--- src/rtl/ptss_pkg.sv ---
// shared types and constants for the pan/tilt servo slew controller
// no dependencies; used by ptss_ctrl, ptss_datapath and the top level

package ptss_pkg;

    // default angle resolution: fractional bits of a degree
    localparam int ANGLE_FRAC_BITS_DEF = 8;

    // field widths
    localparam int MS_W    = 10;
    localparam int STICK_W = 16;
    localparam int CFG_W   = 16;
    localparam int CFG_IDX_W = 3;
    localparam int PULSE_W = 12;

    // item kinds
    localparam logic FUNC_TICK = 1'b0;
    localparam logic FUNC_CTRL = 1'b1;

    // configuration register indexes
    localparam logic [CFG_IDX_W-1:0] CFG_TARGET_SPEED_NORMAL  = 3'd0;
    localparam logic [CFG_IDX_W-1:0] CFG_TARGET_SPEED_PRECISE = 3'd1;
    localparam logic [CFG_IDX_W-1:0] CFG_SLEW_RATE_NORMAL     = 3'd2;
    localparam logic [CFG_IDX_W-1:0] CFG_SLEW_RATE_PRECISE    = 3'd3;
    localparam logic [CFG_IDX_W-1:0] CFG_LINK_TIMEOUT_MS      = 3'd4;

    // configuration reset values
    localparam logic [CFG_W-1:0] RST_TARGET_SPEED_NORMAL  = 16'd11520;
    localparam logic [CFG_W-1:0] RST_TARGET_SPEED_PRECISE = 16'd2560;
    localparam logic [CFG_W-1:0] RST_SLEW_RATE_NORMAL     = 16'd15360;
    localparam logic [CFG_W-1:0] RST_SLEW_RATE_PRECISE    = 16'd154;
    localparam logic [CFG_W-1:0] RST_LINK_TIMEOUT_MS      = 16'd250;

    // travel limits and home, whole degrees
    localparam int PAN_LO_DEG  = 15;
    localparam int PAN_HI_DEG  = 165;
    localparam int TILT_LO_DEG = 20;
    localparam int TILT_HI_DEG = 160;
    localparam int HOME_DEG    = 90;

    // pulse mapping: 500 + round((a - lo) * 2000 / span)
    localparam int PULSE_MIN      = 500;
    localparam int PULSE_SCALE    = 4000;   // twice the 2000 us span, for rounding
    localparam int PAN_ROUND_OFS  = 150;    // half the doubled pan span, whole degrees
    localparam int TILT_ROUND_OFS = 140;

    // shared multiplier
    localparam int MUL_A_W = 32;
    localparam int MUL_B_W = 25;
    localparam int PROD_W  = MUL_A_W + MUL_B_W;

    // stick squaring keeps Q1.15
    localparam int SQ_SHIFT = 15;
    // x / (1000 << 15): drop 15 + 3 bits, then exact reciprocal of 125
    localparam int MS_SHIFT   = 18;
    localparam int STEP_SHIFT = 3;
    localparam int RECIP_125  = 17179870;   // ceil(2^31 / 125)
    localparam int RECIP_125_SHIFT = 31;

    // pulse divide: pan by 300 = 4 * 75, tilt by 280 = 8 * 35
    localparam int PAN_PRE_SHIFT    = 2;
    localparam int TILT_PRE_SHIFT   = 3;
    localparam int PAN_PULSE_RECIP  = 447393;   // ceil(2^25 / 75)
    localparam int TILT_PULSE_RECIP = 958699;   // ceil(2^25 / 35)
    localparam int PULSE_RECIP_SHIFT = 25;

    // datapath operations
    typedef enum logic [3:0] {
        OP_IDLE,
        OP_LOAD,
        OP_START,
        OP_SQ,
        OP_SPEED,
        OP_MS,
        OP_DIV,
        OP_GOAL,
        OP_STEP,
        OP_SLEW,
        OP_PUL_A,
        OP_PUL_B
    } dp_op_t;

    typedef struct packed {
        dp_op_t op;
        logic   tilt;      // axis select for per-axis operations
        logic   in_load;   // capture the incoming request fields
    } dp_cmd_t;

endpackage

--- src/rtl/pan_tilt_servo_slew_controller_unit.sv ---
// top level of the pan/tilt servo slew controller: ports, request packing, result register
// depends on ptss_pkg, ptss_ctrl and ptss_datapath
//
// channel   direction  handshake                 contents
// s_        in         s_tvalid / s_tready       tick or control request (kind in s_tuser)
// m_        out        m_tvalid / m_tready       servo pulse widths and status flags
// cfg_      in         cfg_valid / cfg_ready     register index and 16 bit value
//
// a tick with nonzero elapsed time steps through the sequencer states to a result in the
// output register, after which the next request is taken; a control request only loads
// its fields and a zero elapsed tick is taken while idle, neither giving a result
// the tick sequence is set by the single shared multiplier, used fourteen times per tick
// synchronous active-low reset restores home angles, default rates and a dead link
// a waiting result does not block the next request; the sequencer only stalls at the end
// of a tick while the previous result has not been taken

module pan_tilt_servo_slew_controller_unit #(
    parameter int ANGLE_FRAC_BITS = ptss_pkg::ANGLE_FRAC_BITS_DEF
) (
    input  logic        aclk,
    input  logic        aresetn,

    input  logic        s_tvalid,
    output logic        s_tready,
    input  logic [47:0] s_tdata,   // elapsed_ms[9:0], precise_flag[10], recenter_flag[11],
                                   // pan_stick[27:12], tilt_stick[43:28], zero[47:44]
    input  logic [0:0]  s_tuser,   // func[0]: 0 tick, 1 control

    output logic        m_tvalid,
    input  logic        m_tready,
    output logic [31:0] m_tdata,   // pan_pulse_us[11:0], tilt_pulse_us[23:12],
                                   // blink_mode[24], link_alive[25], zero[31:26]

    input  logic        cfg_valid,
    output logic        cfg_ready,
    input  logic [ptss_pkg::CFG_IDX_W-1:0] cfg_index,
    input  logic [ptss_pkg::CFG_W-1:0]     cfg_data
);

    ptss_pkg::dp_cmd_t cmd;

    logic                          out_free;
    logic                          out_push;
    logic [ptss_pkg::PULSE_W-1:0]  pan_pulse, tilt_pulse;
    logic                          blink_mode, link_alive;

    // result register
    logic        m_tvalid_reg;
    logic [31:0] m_tdata_reg;

    // the config registers take a write on any cycle
    assign cfg_ready = 1'b1;

    // result slot is free when empty or being drained this cycle
    assign out_free = !m_tvalid_reg || m_tready;

    ptss_ctrl u_ctrl (
        .aclk       (aclk),
        .aresetn    (aresetn),
        .in_valid   (s_tvalid),
        .in_func    (s_tuser[0]),
        .in_ms_zero (s_tdata[9:0] == '0),
        .out_free   (out_free),
        .in_ready   (s_tready),
        .out_push   (out_push),
        .cmd        (cmd)
    );

    ptss_datapath #(
        .ANGLE_FRAC_BITS (ANGLE_FRAC_BITS)
    ) u_datapath (
        .aclk        (aclk),
        .aresetn     (aresetn),
        .cmd         (cmd),
        .in_ms       (s_tdata[9:0]),
        .in_precise  (s_tdata[10]),
        .in_recenter (s_tdata[11]),
        .in_pan      ($signed(s_tdata[27:12])),
        .in_tilt     ($signed(s_tdata[43:28])),
        .cfg_we      (cfg_valid && cfg_ready),
        .cfg_index   (cfg_index),
        .cfg_data    (cfg_data),
        .pan_pulse   (pan_pulse),
        .tilt_pulse  (tilt_pulse),
        .blink_mode  (blink_mode),
        .link_alive  (link_alive)
    );

    // output handshake state
    always_ff @(posedge aclk) begin
        if (!aresetn) begin
            m_tvalid_reg <= 1'b0;
        end else if (out_push) begin
            m_tvalid_reg <= 1'b1;
        end else if (m_tready) begin
            m_tvalid_reg <= 1'b0;
        end
    end

    // result payload, packed from the lowest field up
    always_ff @(posedge aclk) begin
        if (out_push) begin
            m_tdata_reg <= {6'd0, link_alive, blink_mode, tilt_pulse, pan_pulse};
        end
    end

    assign m_tvalid = m_tvalid_reg;
    assign m_tdata  = m_tdata_reg;

endmodule

--- src/rtl/ptss_ctrl.sv ---
// sequencer for the pan/tilt slew controller: accepts requests and steps the datapath
// depends on ptss_pkg

module ptss_ctrl (
    input  logic              aclk,
    input  logic              aresetn,
    input  logic              in_valid,
    input  logic              in_func,
    input  logic              in_ms_zero,
    input  logic              out_free,
    output logic              in_ready,
    output logic              out_push,
    output ptss_pkg::dp_cmd_t cmd
);

    typedef enum logic [4:0] {
        S_IDLE,
        S_LOAD,
        S_START,
        S_P_SQ,
        S_P_SPEED,
        S_P_MS,
        S_P_DIV,
        S_P_GOAL,
        S_T_SQ,
        S_T_SPEED,
        S_T_MS,
        S_T_DIV,
        S_T_GOAL,
        S_STEP,
        S_STEP_DIV,
        S_SLEW,
        S_PP_A,
        S_PP_B,
        S_TP_A,
        S_TP_B,
        S_FINISH
    } state_t;

    state_t state_reg;
    logic   ready_reg;
    logic   accept;

    assign accept   = in_valid && ready_reg;
    assign in_ready = ready_reg;
    assign out_push = (state_reg == S_FINISH) && out_free;

    always_ff @(posedge aclk) begin
        if (!aresetn) begin
            state_reg <= S_IDLE;
            ready_reg <= 1'b1;
        end else begin
            unique case (state_reg)
                S_IDLE: begin
                    if (accept) begin
                        if (in_func == ptss_pkg::FUNC_CTRL) begin
                            state_reg <= S_LOAD;
                            ready_reg <= 1'b0;
                        end else if (!in_ms_zero) begin
                            state_reg <= S_START;
                            ready_reg <= 1'b0;
                        end
                    end
                end
                S_LOAD: begin
                    state_reg <= S_IDLE;
                    ready_reg <= 1'b1;
                end
                S_START:    state_reg <= S_P_SQ;
                S_P_SQ:     state_reg <= S_P_SPEED;
                S_P_SPEED:  state_reg <= S_P_MS;
                S_P_MS:     state_reg <= S_P_DIV;
                S_P_DIV:    state_reg <= S_P_GOAL;
                S_P_GOAL:   state_reg <= S_T_SQ;
                S_T_SQ:     state_reg <= S_T_SPEED;
                S_T_SPEED:  state_reg <= S_T_MS;
                S_T_MS:     state_reg <= S_T_DIV;
                S_T_DIV:    state_reg <= S_T_GOAL;
                S_T_GOAL:   state_reg <= S_STEP;
                S_STEP:     state_reg <= S_STEP_DIV;
                S_STEP_DIV: state_reg <= S_SLEW;
                S_SLEW:     state_reg <= S_PP_A;
                S_PP_A:     state_reg <= S_PP_B;
                S_PP_B:     state_reg <= S_TP_A;
                S_TP_A:     state_reg <= S_TP_B;
                S_TP_B:     state_reg <= S_FINISH;
                S_FINISH: begin
                    if (out_free) begin
                        state_reg <= S_IDLE;
                        ready_reg <= 1'b1;
                    end
                end
                default: begin
                    state_reg <= S_IDLE;
                    ready_reg <= 1'b1;
                end
            endcase
        end
    end

    // operation for the current step
    always_comb begin
        cmd.in_load = accept;
        cmd.tilt    = 1'b0;
        unique case (state_reg)
            S_LOAD:     cmd.op = ptss_pkg::OP_LOAD;
            S_START:    cmd.op = ptss_pkg::OP_START;
            S_P_SQ:     cmd.op = ptss_pkg::OP_SQ;
            S_P_SPEED:  cmd.op = ptss_pkg::OP_SPEED;
            S_P_MS:     cmd.op = ptss_pkg::OP_MS;
            S_P_DIV:    cmd.op = ptss_pkg::OP_DIV;
            S_P_GOAL:   cmd.op = ptss_pkg::OP_GOAL;
            S_T_SQ: begin
                cmd.op   = ptss_pkg::OP_SQ;
                cmd.tilt = 1'b1;
            end
            S_T_SPEED: begin
                cmd.op   = ptss_pkg::OP_SPEED;
                cmd.tilt = 1'b1;
            end
            S_T_MS: begin
                cmd.op   = ptss_pkg::OP_MS;
                cmd.tilt = 1'b1;
            end
            S_T_DIV: begin
                cmd.op   = ptss_pkg::OP_DIV;
                cmd.tilt = 1'b1;
            end
            S_T_GOAL: begin
                cmd.op   = ptss_pkg::OP_GOAL;
                cmd.tilt = 1'b1;
            end
            S_STEP:     cmd.op = ptss_pkg::OP_STEP;
            S_STEP_DIV: cmd.op = ptss_pkg::OP_DIV;
            S_SLEW:     cmd.op = ptss_pkg::OP_SLEW;
            S_PP_A:     cmd.op = ptss_pkg::OP_PUL_A;
            S_PP_B:     cmd.op = ptss_pkg::OP_PUL_B;
            S_TP_A: begin
                cmd.op   = ptss_pkg::OP_PUL_A;
                cmd.tilt = 1'b1;
            end
            S_TP_B: begin
                cmd.op   = ptss_pkg::OP_PUL_B;
                cmd.tilt = 1'b1;
            end
            default:    cmd.op = ptss_pkg::OP_IDLE;
        endcase
    end

endmodule

--- src/rtl/ptss_datapath.sv ---
// datapath of the pan/tilt slew controller: state, config registers, one shared multiplier
// depends on ptss_pkg; driven by ptss_ctrl commands

module ptss_datapath #(
    parameter int ANGLE_FRAC_BITS = ptss_pkg::ANGLE_FRAC_BITS_DEF
) (
    input  logic                                 aclk,
    input  logic                                 aresetn,
    input  ptss_pkg::dp_cmd_t                    cmd,
    input  logic [ptss_pkg::MS_W-1:0]            in_ms,
    input  logic                                 in_precise,
    input  logic                                 in_recenter,
    input  logic signed [ptss_pkg::STICK_W-1:0]  in_pan,
    input  logic signed [ptss_pkg::STICK_W-1:0]  in_tilt,
    input  logic                                 cfg_we,
    input  logic [ptss_pkg::CFG_IDX_W-1:0]       cfg_index,
    input  logic [ptss_pkg::CFG_W-1:0]           cfg_data,
    output logic [ptss_pkg::PULSE_W-1:0]         pan_pulse,
    output logic [ptss_pkg::PULSE_W-1:0]         tilt_pulse,
    output logic                                 blink_mode,
    output logic                                 link_alive
);

    localparam int ANGLE_W = 8 + ANGLE_FRAC_BITS;
    localparam int DELTA_W = 18;
    localparam int SUM_W   = ((ANGLE_W > DELTA_W) ? ANGLE_W : DELTA_W) + 2;
    localparam int Z_W     = 21;
    localparam int STW     = ptss_pkg::STICK_W;
    localparam int CW      = ptss_pkg::CFG_W;

    localparam logic [ANGLE_W-1:0] PAN_LO_A  = ANGLE_W'(ptss_pkg::PAN_LO_DEG) << ANGLE_FRAC_BITS;
    localparam logic [ANGLE_W-1:0] PAN_HI_A  = ANGLE_W'(ptss_pkg::PAN_HI_DEG) << ANGLE_FRAC_BITS;
    localparam logic [ANGLE_W-1:0] TILT_LO_A = ANGLE_W'(ptss_pkg::TILT_LO_DEG) << ANGLE_FRAC_BITS;
    localparam logic [ANGLE_W-1:0] TILT_HI_A = ANGLE_W'(ptss_pkg::TILT_HI_DEG) << ANGLE_FRAC_BITS;
    localparam logic [ANGLE_W-1:0] HOME_A    = ANGLE_W'(ptss_pkg::HOME_DEG) << ANGLE_FRAC_BITS;

    // configuration
    logic [CW-1:0] tsn_reg, tsp_reg, srn_reg, srp_reg, tmo_reg;

    // captured request
    logic [ptss_pkg::MS_W-1:0] ms_reg;
    logic                      in_precise_reg, in_recenter_reg;
    logic signed [STW-1:0]     in_pan_reg, in_tilt_reg;

    // controller state
    logic                  precise_reg, recenter_reg, ever_reg;
    logic [15:0]           age_reg;
    logic signed [STW-1:0] pan_rate_reg, tilt_rate_reg;
    logic [ANGLE_W-1:0]    pan_goal_reg, tilt_goal_reg, pan_angle_reg, tilt_angle_reg;

    // work registers
    logic [ptss_pkg::MUL_A_W-1:0] acc_reg, acc_next;
    logic [ptss_pkg::PULSE_W-1:0] pan_pulse_reg, tilt_pulse_reg;

    // selections
    logic signed [STW-1:0]        stick_sel;
    logic [STW-1:0]               stick_mag;
    logic [CW-1:0]                speed_sel, slew_sel;
    logic [ANGLE_W-1:0]           angle_sel, goal_sel, lo_sel, hi_sel;

    logic [ptss_pkg::MUL_A_W-1:0] mul_a;
    logic [ptss_pkg::MUL_B_W-1:0] mul_b;
    logic [ptss_pkg::PROD_W-1:0]  mul_prod;

    logic [16:0]                  age_sum;
    logic [15:0]                  age_sat;
    logic                         timed_out;

    logic signed [SUM_W-1:0]      goal_ext, delta_ext, goal_sum, lo_ext, hi_ext;
    logic [ANGLE_W-1:0]           goal_clamped;

    logic signed [SUM_W-1:0]      step_ext;
    logic [ANGLE_W-1:0]           pan_slewed, tilt_slewed;

    logic [Z_W-1:0]               pul_z;
    logic [ptss_pkg::PULSE_W-1:0] pulse_val;

    // move cur toward goal by at most step, never past it
    function automatic logic [ANGLE_W-1:0] slew_to(input logic [ANGLE_W-1:0] cur,
                                                  input logic [ANGLE_W-1:0] goal,
                                                  input logic signed [SUM_W-1:0] step);
        logic signed [SUM_W-1:0] c, g, up, dn;
        logic [ANGLE_W-1:0]      res;
        c  = $signed(SUM_W'(cur));
        g  = $signed(SUM_W'(goal));
        up = c + step;
        dn = c - step;
        if (g > c) begin
            res = (up < g) ? ANGLE_W'(up) : goal;
        end else if (g < c) begin
            res = (dn > g) ? ANGLE_W'(dn) : goal;
        end else begin
            res = cur;
        end
        return res;
    endfunction

    assign stick_sel = cmd.tilt ? tilt_rate_reg : pan_rate_reg;
    assign stick_mag = stick_sel[STW-1] ? (~stick_sel + STW'(1)) : stick_sel;
    assign speed_sel = precise_reg ? tsp_reg : tsn_reg;
    assign slew_sel  = precise_reg ? srp_reg : srn_reg;
    assign angle_sel = cmd.tilt ? tilt_angle_reg : pan_angle_reg;
    assign goal_sel  = cmd.tilt ? tilt_goal_reg : pan_goal_reg;
    assign lo_sel    = cmd.tilt ? TILT_LO_A : PAN_LO_A;
    assign hi_sel    = cmd.tilt ? TILT_HI_A : PAN_HI_A;

    // shared multiplier operands
    always_comb begin
        case (cmd.op)
            ptss_pkg::OP_SQ: begin
                mul_a = ptss_pkg::MUL_A_W'(stick_mag);
                mul_b = ptss_pkg::MUL_B_W'(stick_mag);
            end
            ptss_pkg::OP_SPEED: begin
                mul_a = acc_reg;
                mul_b = ptss_pkg::MUL_B_W'(speed_sel);
            end
            ptss_pkg::OP_MS: begin
                mul_a = acc_reg;
                mul_b = ptss_pkg::MUL_B_W'(ms_reg);
            end
            ptss_pkg::OP_DIV: begin
                mul_a = acc_reg;
                mul_b = ptss_pkg::MUL_B_W'(ptss_pkg::RECIP_125);
            end
            ptss_pkg::OP_STEP: begin
                mul_a = ptss_pkg::MUL_A_W'(slew_sel);
                mul_b = ptss_pkg::MUL_B_W'(ms_reg);
            end
            ptss_pkg::OP_PUL_A: begin
                mul_a = ptss_pkg::MUL_A_W'(angle_sel - lo_sel);
                mul_b = ptss_pkg::MUL_B_W'(ptss_pkg::PULSE_SCALE);
            end
            ptss_pkg::OP_PUL_B: begin
                mul_a = acc_reg;
                mul_b = cmd.tilt ? ptss_pkg::MUL_B_W'(ptss_pkg::TILT_PULSE_RECIP)
                                 : ptss_pkg::MUL_B_W'(ptss_pkg::PAN_PULSE_RECIP);
            end
            default: begin
                mul_a = '0;
                mul_b = '0;
            end
        endcase
    end

    assign mul_prod = ptss_pkg::PROD_W'(mul_a) * ptss_pkg::PROD_W'(mul_b);

    // rounding offset added after dropping the angle fraction
    assign pul_z = Z_W'(mul_prod >> ANGLE_FRAC_BITS)
                 + (cmd.tilt ? Z_W'(ptss_pkg::TILT_ROUND_OFS) : Z_W'(ptss_pkg::PAN_ROUND_OFS));
    assign pulse_val = ptss_pkg::PULSE_W'(mul_prod >> ptss_pkg::PULSE_RECIP_SHIFT)
                     + ptss_pkg::PULSE_W'(ptss_pkg::PULSE_MIN);

    always_comb begin
        case (cmd.op)
            ptss_pkg::OP_SQ:    acc_next = ptss_pkg::MUL_A_W'(mul_prod >> ptss_pkg::SQ_SHIFT);
            ptss_pkg::OP_SPEED: acc_next = mul_prod[ptss_pkg::MUL_A_W-1:0];
            ptss_pkg::OP_MS:    acc_next = ptss_pkg::MUL_A_W'(mul_prod >> ptss_pkg::MS_SHIFT);
            ptss_pkg::OP_DIV:   acc_next = ptss_pkg::MUL_A_W'(mul_prod >> ptss_pkg::RECIP_125_SHIFT);
            ptss_pkg::OP_STEP:  acc_next = ptss_pkg::MUL_A_W'(mul_prod >> ptss_pkg::STEP_SHIFT);
            ptss_pkg::OP_PUL_A: acc_next = cmd.tilt
                                ? ptss_pkg::MUL_A_W'(pul_z >> ptss_pkg::TILT_PRE_SHIFT)
                                : ptss_pkg::MUL_A_W'(pul_z >> ptss_pkg::PAN_PRE_SHIFT);
            default:            acc_next = acc_reg;
        endcase
    end

    // link age, saturating at 16 bits
    assign age_sum   = {1'b0, age_reg} + 17'(ms_reg);
    assign age_sat   = age_sum[16] ? 16'hFFFF : age_sum[15:0];
    assign timed_out = !ever_reg || (age_sat > tmo_reg);

    // goal integration with sign-magnitude delta, then clamp
    assign goal_ext  = $signed(SUM_W'(goal_sel));
    assign delta_ext = $signed(SUM_W'(acc_reg[DELTA_W-1:0]));
    assign goal_sum  = stick_sel[STW-1] ? (goal_ext - delta_ext) : (goal_ext + delta_ext);
    assign lo_ext    = $signed(SUM_W'(lo_sel));
    assign hi_ext    = $signed(SUM_W'(hi_sel));
    assign goal_clamped = (goal_sum < lo_ext) ? lo_sel :
                          (goal_sum > hi_ext) ? hi_sel : ANGLE_W'(goal_sum);

    assign step_ext    = $signed(SUM_W'(acc_reg[DELTA_W-1:0]));
    assign pan_slewed  = slew_to(pan_angle_reg, pan_goal_reg, step_ext);
    assign tilt_slewed = slew_to(tilt_angle_reg, tilt_goal_reg, step_ext);

    // config and controller state
    always_ff @(posedge aclk) begin
        if (!aresetn) begin
            tsn_reg        <= ptss_pkg::RST_TARGET_SPEED_NORMAL;
            tsp_reg        <= ptss_pkg::RST_TARGET_SPEED_PRECISE;
            srn_reg        <= ptss_pkg::RST_SLEW_RATE_NORMAL;
            srp_reg        <= ptss_pkg::RST_SLEW_RATE_PRECISE;
            tmo_reg        <= ptss_pkg::RST_LINK_TIMEOUT_MS;
            precise_reg    <= 1'b0;
            recenter_reg   <= 1'b0;
            ever_reg       <= 1'b0;
            age_reg        <= '0;
            pan_rate_reg   <= '0;
            tilt_rate_reg  <= '0;
            pan_goal_reg   <= HOME_A;
            tilt_goal_reg  <= HOME_A;
            pan_angle_reg  <= HOME_A;
            tilt_angle_reg <= HOME_A;
        end else begin
            if (cfg_we) begin
                unique case (cfg_index)
                    ptss_pkg::CFG_TARGET_SPEED_NORMAL:  tsn_reg <= cfg_data;
                    ptss_pkg::CFG_TARGET_SPEED_PRECISE: tsp_reg <= cfg_data;
                    ptss_pkg::CFG_SLEW_RATE_NORMAL:     srn_reg <= cfg_data;
                    ptss_pkg::CFG_SLEW_RATE_PRECISE:    srp_reg <= cfg_data;
                    ptss_pkg::CFG_LINK_TIMEOUT_MS:      tmo_reg <= cfg_data;
                    default: ;
                endcase
            end
            case (cmd.op)
                ptss_pkg::OP_LOAD: begin
                    precise_reg   <= in_precise_reg;
                    recenter_reg  <= in_recenter_reg;
                    pan_rate_reg  <= in_pan_reg;
                    tilt_rate_reg <= in_tilt_reg;
                    ever_reg      <= 1'b1;
                    age_reg       <= '0;
                end
                ptss_pkg::OP_START: begin
                    age_reg <= age_sat;
                    if (timed_out) begin
                        pan_rate_reg  <= '0;
                        tilt_rate_reg <= '0;
                        precise_reg   <= 1'b0;
                        recenter_reg  <= 1'b0;
                    end else if (recenter_reg) begin
                        pan_goal_reg  <= HOME_A;
                        tilt_goal_reg <= HOME_A;
                        recenter_reg  <= 1'b0;
                    end
                end
                ptss_pkg::OP_GOAL: begin
                    if (cmd.tilt) begin
                        tilt_goal_reg <= goal_clamped;
                    end else begin
                        pan_goal_reg <= goal_clamped;
                    end
                end
                ptss_pkg::OP_SLEW: begin
                    pan_angle_reg  <= pan_slewed;
                    tilt_angle_reg <= tilt_slewed;
                end
                default: ;
            endcase
        end
    end

    // payload registers
    always_ff @(posedge aclk) begin
        if (cmd.in_load) begin
            ms_reg          <= in_ms;
            in_precise_reg  <= in_precise;
            in_recenter_reg <= in_recenter;
            in_pan_reg      <= in_pan;
            in_tilt_reg     <= in_tilt;
        end
        acc_reg <= acc_next;
        if (cmd.op == ptss_pkg::OP_PUL_B) begin
            if (cmd.tilt) begin
                tilt_pulse_reg <= pulse_val;
            end else begin
                pan_pulse_reg <= pulse_val;
            end
        end
    end

    assign pan_pulse  = pan_pulse_reg;
    assign tilt_pulse = tilt_pulse_reg;
    assign blink_mode = precise_reg;
    assign link_alive = ever_reg && (age_reg <= tmo_reg);

endmodule
--- config.mk ---
export PLATFORM = sky130hd
export DESIGN_NAME = pan_tilt_servo_slew_controller_unit
export DESIGN_NICKNAME = d
export VERILOG_FILES = /design/src/rtl/ptss_pkg.sv /design/src/rtl/pan_tilt_servo_slew_controller_unit.sv /design/src/rtl/ptss_ctrl.sv /design/src/rtl/ptss_datapath.sv
export SDC_FILE = /design/constraint.sdc
export NUM_CORES = 2
export LEC_CHECK = 0
export ABC_AREA = 1
export BUFFER_PORTS_ARGS = -buffer_cell sky130_fd_sc_hd__clkbuf_2
export CAP_MARGIN = 10
export CORE_ASPECT_RATIO = 0.7
export CORE_MARGIN = 2
export CORE_UTILIZATION = 55
export CTS_CLUSTER_SIZE = 40
export DETAILED_ROUTE_END_ITERATION = 12
export PLACE_DENSITY = 0.72
export SLEW_MARGIN = 20
export SYNTH_ARGS = -nofsm -noshare
export SYNTH_HDL_FRONTEND = slang
export SYNTH_SLANG_ARGS = --single-unit
--- constraint.sdc ---
create_clock -name aclk -period 11.1 [get_ports aclk]
set_clock_uncertainty 0.05 [all_clocks]
set_input_delay 3.33 -clock aclk [delete_from_list [all_inputs] [get_ports aclk]]
set_output_delay 3.33 -clock aclk [all_outputs]
set_load 0.01 [all_outputs]
==> reports/qor.json <==
{
  "status": {"value": "finished clean"},
  "die-area": {"value": 0.08957, "unit": "mm^2"},
  "multi_input_comb_area": {"value": 0.03425, "unit": "mm^2"},
  "cts_root_buffer": {"value": "sky130_fd_sc_hd__clkbuf_16"},
  "r2r_setup_slack": {"value": 0.34, "unit": "ns"},
  "hpwl": {"value": 136700, "unit": "um"},
  "fillCellCount": {"value": 8148},
  "fin_setup_tns": {"value": 0, "unit": "ns"},
  "synth_xor_area_share": {"value": 2.281, "unit": "%"},
  "synth_enable_flop_cells": {"value": 126},
  "finalWorstPathRequiredPeriod": {"value": 10.76, "unit": "ns"},
  "cts-htree-levels": {"value": 1},
  "grt_max_degree": {"value": 89},
  "synth-adder-area-share": {"value": 35.80, "unit": "%"},
  "globalplace.congestion": {"value": 1.034},
  "area_delta_synth_final": {"value": 5.833, "unit": "%"},
  "critical_path_arrival": {"value": 11.08, "unit": "ns"},
  "power.density": {"value": 74.37, "unit": "mW/mm^2"},
  "slowest_delay": {"value": 0.57, "unit": "ns"},
  "synth_top_area_share": {"value": 22.47, "unit": "%"},
  "drt_iter0_drc": {"value": 5663},
  "syn_area": {"value": 0.04794, "unit": "mm^2"},
  "clock_sinks": {"value": 328},
  "core.rowCount": {"value": 90},
  "placeableCoreArea": {"value": 0.08626, "unit": "mm^2"},
  "largest_reg_flops": {"value": 32},
  "antenna_found_initial": {"value": 4},
  "initial_utilization": {"value": 55.58, "unit": "%"},
  "max_capacitance_violation_total": {"value": 0},
  "first_pass_iters": {"value": 8},
  "floorplan.die.width": {"value": 356.9, "unit": "um"},
  "dominant_combinational_cell_family_by_area_after_synthesis": {"value": "adder cells"},
  "synth-simple-area-share": {"value": 22.30, "unit": "%"},
  "detail-route-antenna-nets": {"value": 0},
  "cts_tree": {"value": "built"},
  "port-buffer-count": {"value": 96},
  "grt_pass1_wl": {"value": 254700, "unit": "um"},
  "critical_path.reg2reg.startpoint": {"value": "u_ctrl.state_reg[4]"},
  "synth.ff_latch_count": {"value": 328},
  "avgViaCountPerCell": {"value": 5.797},
  "hold_path_depth": {"value": 0},
  "crit_slowest_cell": {"value": "sky130_fd_sc_hd__fa_1"},
  "drt-total-wl": {"value": 167100, "unit": "um"},
  "grt_usage": {"value": 37.28, "unit": "%"},
  "via_count_of_the_first_global_routing_pass": {"value": 42380},
  "cell_with_the_most_instances_after_synthesis": {"value": "sky130_fd_sc_hd__nand2_1"},
  "worst_pin_slew": {"value": 1.146, "unit": "ns"},
  "timing.slew.headroom": {"value": 23.61, "unit": "%"},
  "ir_worst_vdd": {"value": 0.1149, "unit": "mV"},
  "synth_top_cells_by_count": {"value": "sky130_fd_sc_hd__nand2_1, sky130_fd_sc_hd__inv_1, sky130_fd_sc_hd__nor2_1"},
  "drive_above_1_share": {"value": 5.718, "unit": "%"},
  "drc_errors": {"value": 0},
  "setup_viol": {"value": 0},
  "layout_setup_ws": {"value": 0.3422, "unit": "ns"},
  "hold_end": {"value": "m_tdata[13]"},
  "cts.clk_slew.worst_paths": {"value": 0.08, "unit": "ns"},
  "vias_after_detailed_routing": {"value": 44900},
  "clk-insertion-delay-late": {"value": 0.64, "unit": "ns"},
  "layout_worst_path_cycle_share": {"value": 96.92, "unit": "%"},
  "ys_top_cells_by_area": {"value": "sky130_fd_sc_hd__fa_1, sky130_fd_sc_hd__ha_1, sky130_fd_sc_hd__nand2_1"},
  "hold_path.startpoint": {"value": "u_datapath.tilt_pulse[1]"},
  "synthCells": {"value": 6567},
  "critical_path.most_common_cell": {"value": "sky130_fd_sc_hd__fa_1"},
  "hold_fails_final_rpt": {"value": 0},
  "worstPathRequired": {"value": 11.42, "unit": "ns"},
  "worst-path-max-fanout": {"value": 18},
  "synth_sequential_area_ratio": {"value": 16.33, "unit": "%"},
  "power.static_leakage": {"value": 0.02585, "unit": "uW"},
  "worst-setup-path-type": {"value": "reg2reg"},
  "timing.reg2reg.worst_path_depth": {"value": 37},
  "dpl_worst_slack": {"value": 0.6337, "unit": "ns"},
  "worst_setup_path_end_kind": {"value": "flip-flop"},
  "detail_route.wl_per_cell": {"value": 21.58, "unit": "um"},
  "nets": {"value": 7691},
  "synth_ff_type": {"value": "sky130_fd_sc_hd__dfxtp_1"},
  "maxSlewViolCount": {"value": 0},
  "crit_path_start_kind": {"value": "flip-flop"},
  "boundaryPins": {"value": 108},
  "grt_remaining_overflow": {"value": 0},
  "timing.rr.end": {"value": "u_datapath.acc_reg[15]"},
  "synthesis.area_per_instance": {"value": 7.300, "unit": "um^2"},
  "hp-class": {"value": "reg2reg"},
  "rsz0062_at_grt": {"value": "false"},
  "die_height": {"value": 251.0, "unit": "um"},
  "upper_clock_frequency_limit": {"value": 0.09296, "unit": "GHz"},
  "synth-warning-count": {"value": 0},
  "synth_async_sr_flop_share": {"value": 0, "unit": "%"},
  "synth-compound-area-share": {"value": 10.76, "unit": "%"},
  "post_synth_mux_area_share": {"value": 0.02088, "unit": "%"},
  "clockBufferDepth": {"value": 3},
  "yosysTopAreaCell": {"value": "sky130_fd_sc_hd__fa_1"},
  "synth.lib_cells_used.distinct": {"value": 67},
  "cts-buffers-inserted": {"value": 30},
  "ff_latch_area": {"value": 0.007828, "unit": "mm^2"}
}
metal layers:
layer  up-vias  track usage [%]  wire [um]
li1      20490                -          -
met1     21420            57.94      74560
met2      2753            48.38      62680
met3       248            13.42      26080
met4         0            8.247       3825
met5         -                0          0
stage by stage:
stage               hold WS [ns]  std cells  util (%)  cell area [um^2]  total power, uW
floorplan                 0.3503       6572         -             47960             2239
global placement          0.3516       7687     57.58             49670             2616
detailed placement        0.3545       7687     57.58             49670             2635
CTS                       0.3707       7743     58.73             50660             3715
global route              0.3868       7746     58.82             50730             3959
finish                    0.3653       7746     58.82             50730             3773
worst max-delay path, delay by kind of cell (launching register included):
kind | cells | cell delay (ns)
adder cells (fa/ha/maj) | 8 | 4.03
flip-flops | 1 | 0.53
AO/OA/AOI/OAI | 6 | 1.77
AND/OR/NAND/NOR | 13 | 2.69
buffers and inverters | 10 | 1.39
final cells by class:
cell class,instances,share of cell area [%]
sequential,328,15.43
timing repair buffer,208,2.634
tap,1150,2.836
clock inverter,25,0.4661
clock buffer,31,1.487
inverter,1299,9.620
multi-input combinational,4702,67.51
antenna,3,0.01480
placed cells by master, fill, tap and decap left out, types with 25 or more instances in the layout:
cell                           n
sky130_fd_sc_hd__nand4_1      62
sky130_fd_sc_hd__clkbuf_2     95
sky130_fd_sc_hd__o211ai_1     25
sky130_fd_sc_hd__buf_4       112
sky130_fd_sc_hd__nor3_1       45
sky130_fd_sc_hd__ha_1        511
sky130_fd_sc_hd__inv_2        33
sky130_fd_sc_hd__fa_1        538
sky130_fd_sc_hd__dfxtp_1     202
sky130_fd_sc_hd__edfxtp_1    126
sky130_fd_sc_hd__a21oi_1     427
sky130_fd_sc_hd__o21bai_1     26
sky130_fd_sc_hd__inv_1      1257
sky130_fd_sc_hd__nor2_1      612
sky130_fd_sc_hd__o21ai_0     253
sky130_fd_sc_hd__nand2_1    1496
sky130_fd_sc_hd__nand3_1     280
sky130_fd_sc_hd__xor2_1      101
sky130_fd_sc_hd__clkbuf_16    30
cells by family (layout without fill, tap and decap cells):
| logic type | Yosys count | in the layout |
|---|---|---|
| buffers and inverters | 1542 | 1563 |
| and+or+nand+nor | 2605 | 2605 |
| adders and majority gates | 1049 | 1049 |
| xor gates and xnor gates | 124 | 124 |
| muxes | 1 | 1 |
| DFF | 328 | 328 |
| AOI/OAI and AO/OA | 916 | 916 |
| other | 2 | 10 |
where the power goes:
part / total (uW) / internal [uW] / switching [uW]
Combinational: 1270 / 370 / 899
Clock: 1100 / 570 / 528
Sequential: 1410 / 1330 / 79.9
Total: 3770 / 2270 / 1510
worst max path at each step:
stage,start,end,slack [ns],depth (start not counted)
2_1_floorplan,u_ctrl.state_reg[4],u_datapath.pan_pulse[10],1.45,51
3_3_place_gp,u_ctrl.state_reg[1],u_datapath.acc_reg[12],0.68,41
3_5_place_dp,u_ctrl.state_reg[1],u_datapath.acc_reg[12],0.63,41
4_1_cts,u_ctrl.state_reg[1],u_datapath.acc_reg[9],0.57,41
5_1_grt,u_ctrl.state_reg[1],u_datapath.acc_reg[12],0.0004,44
6_report,u_ctrl.state_reg[4],u_datapath.acc_reg[15],0.34,37
what timing repair did:
action,in CTS,in global routing
endpoints found under the setup margin,0,16
gates resized for setup,0,15
buffers inserted,0,0
hold buffers,0,0
Power figures use the tool's default switching activity.
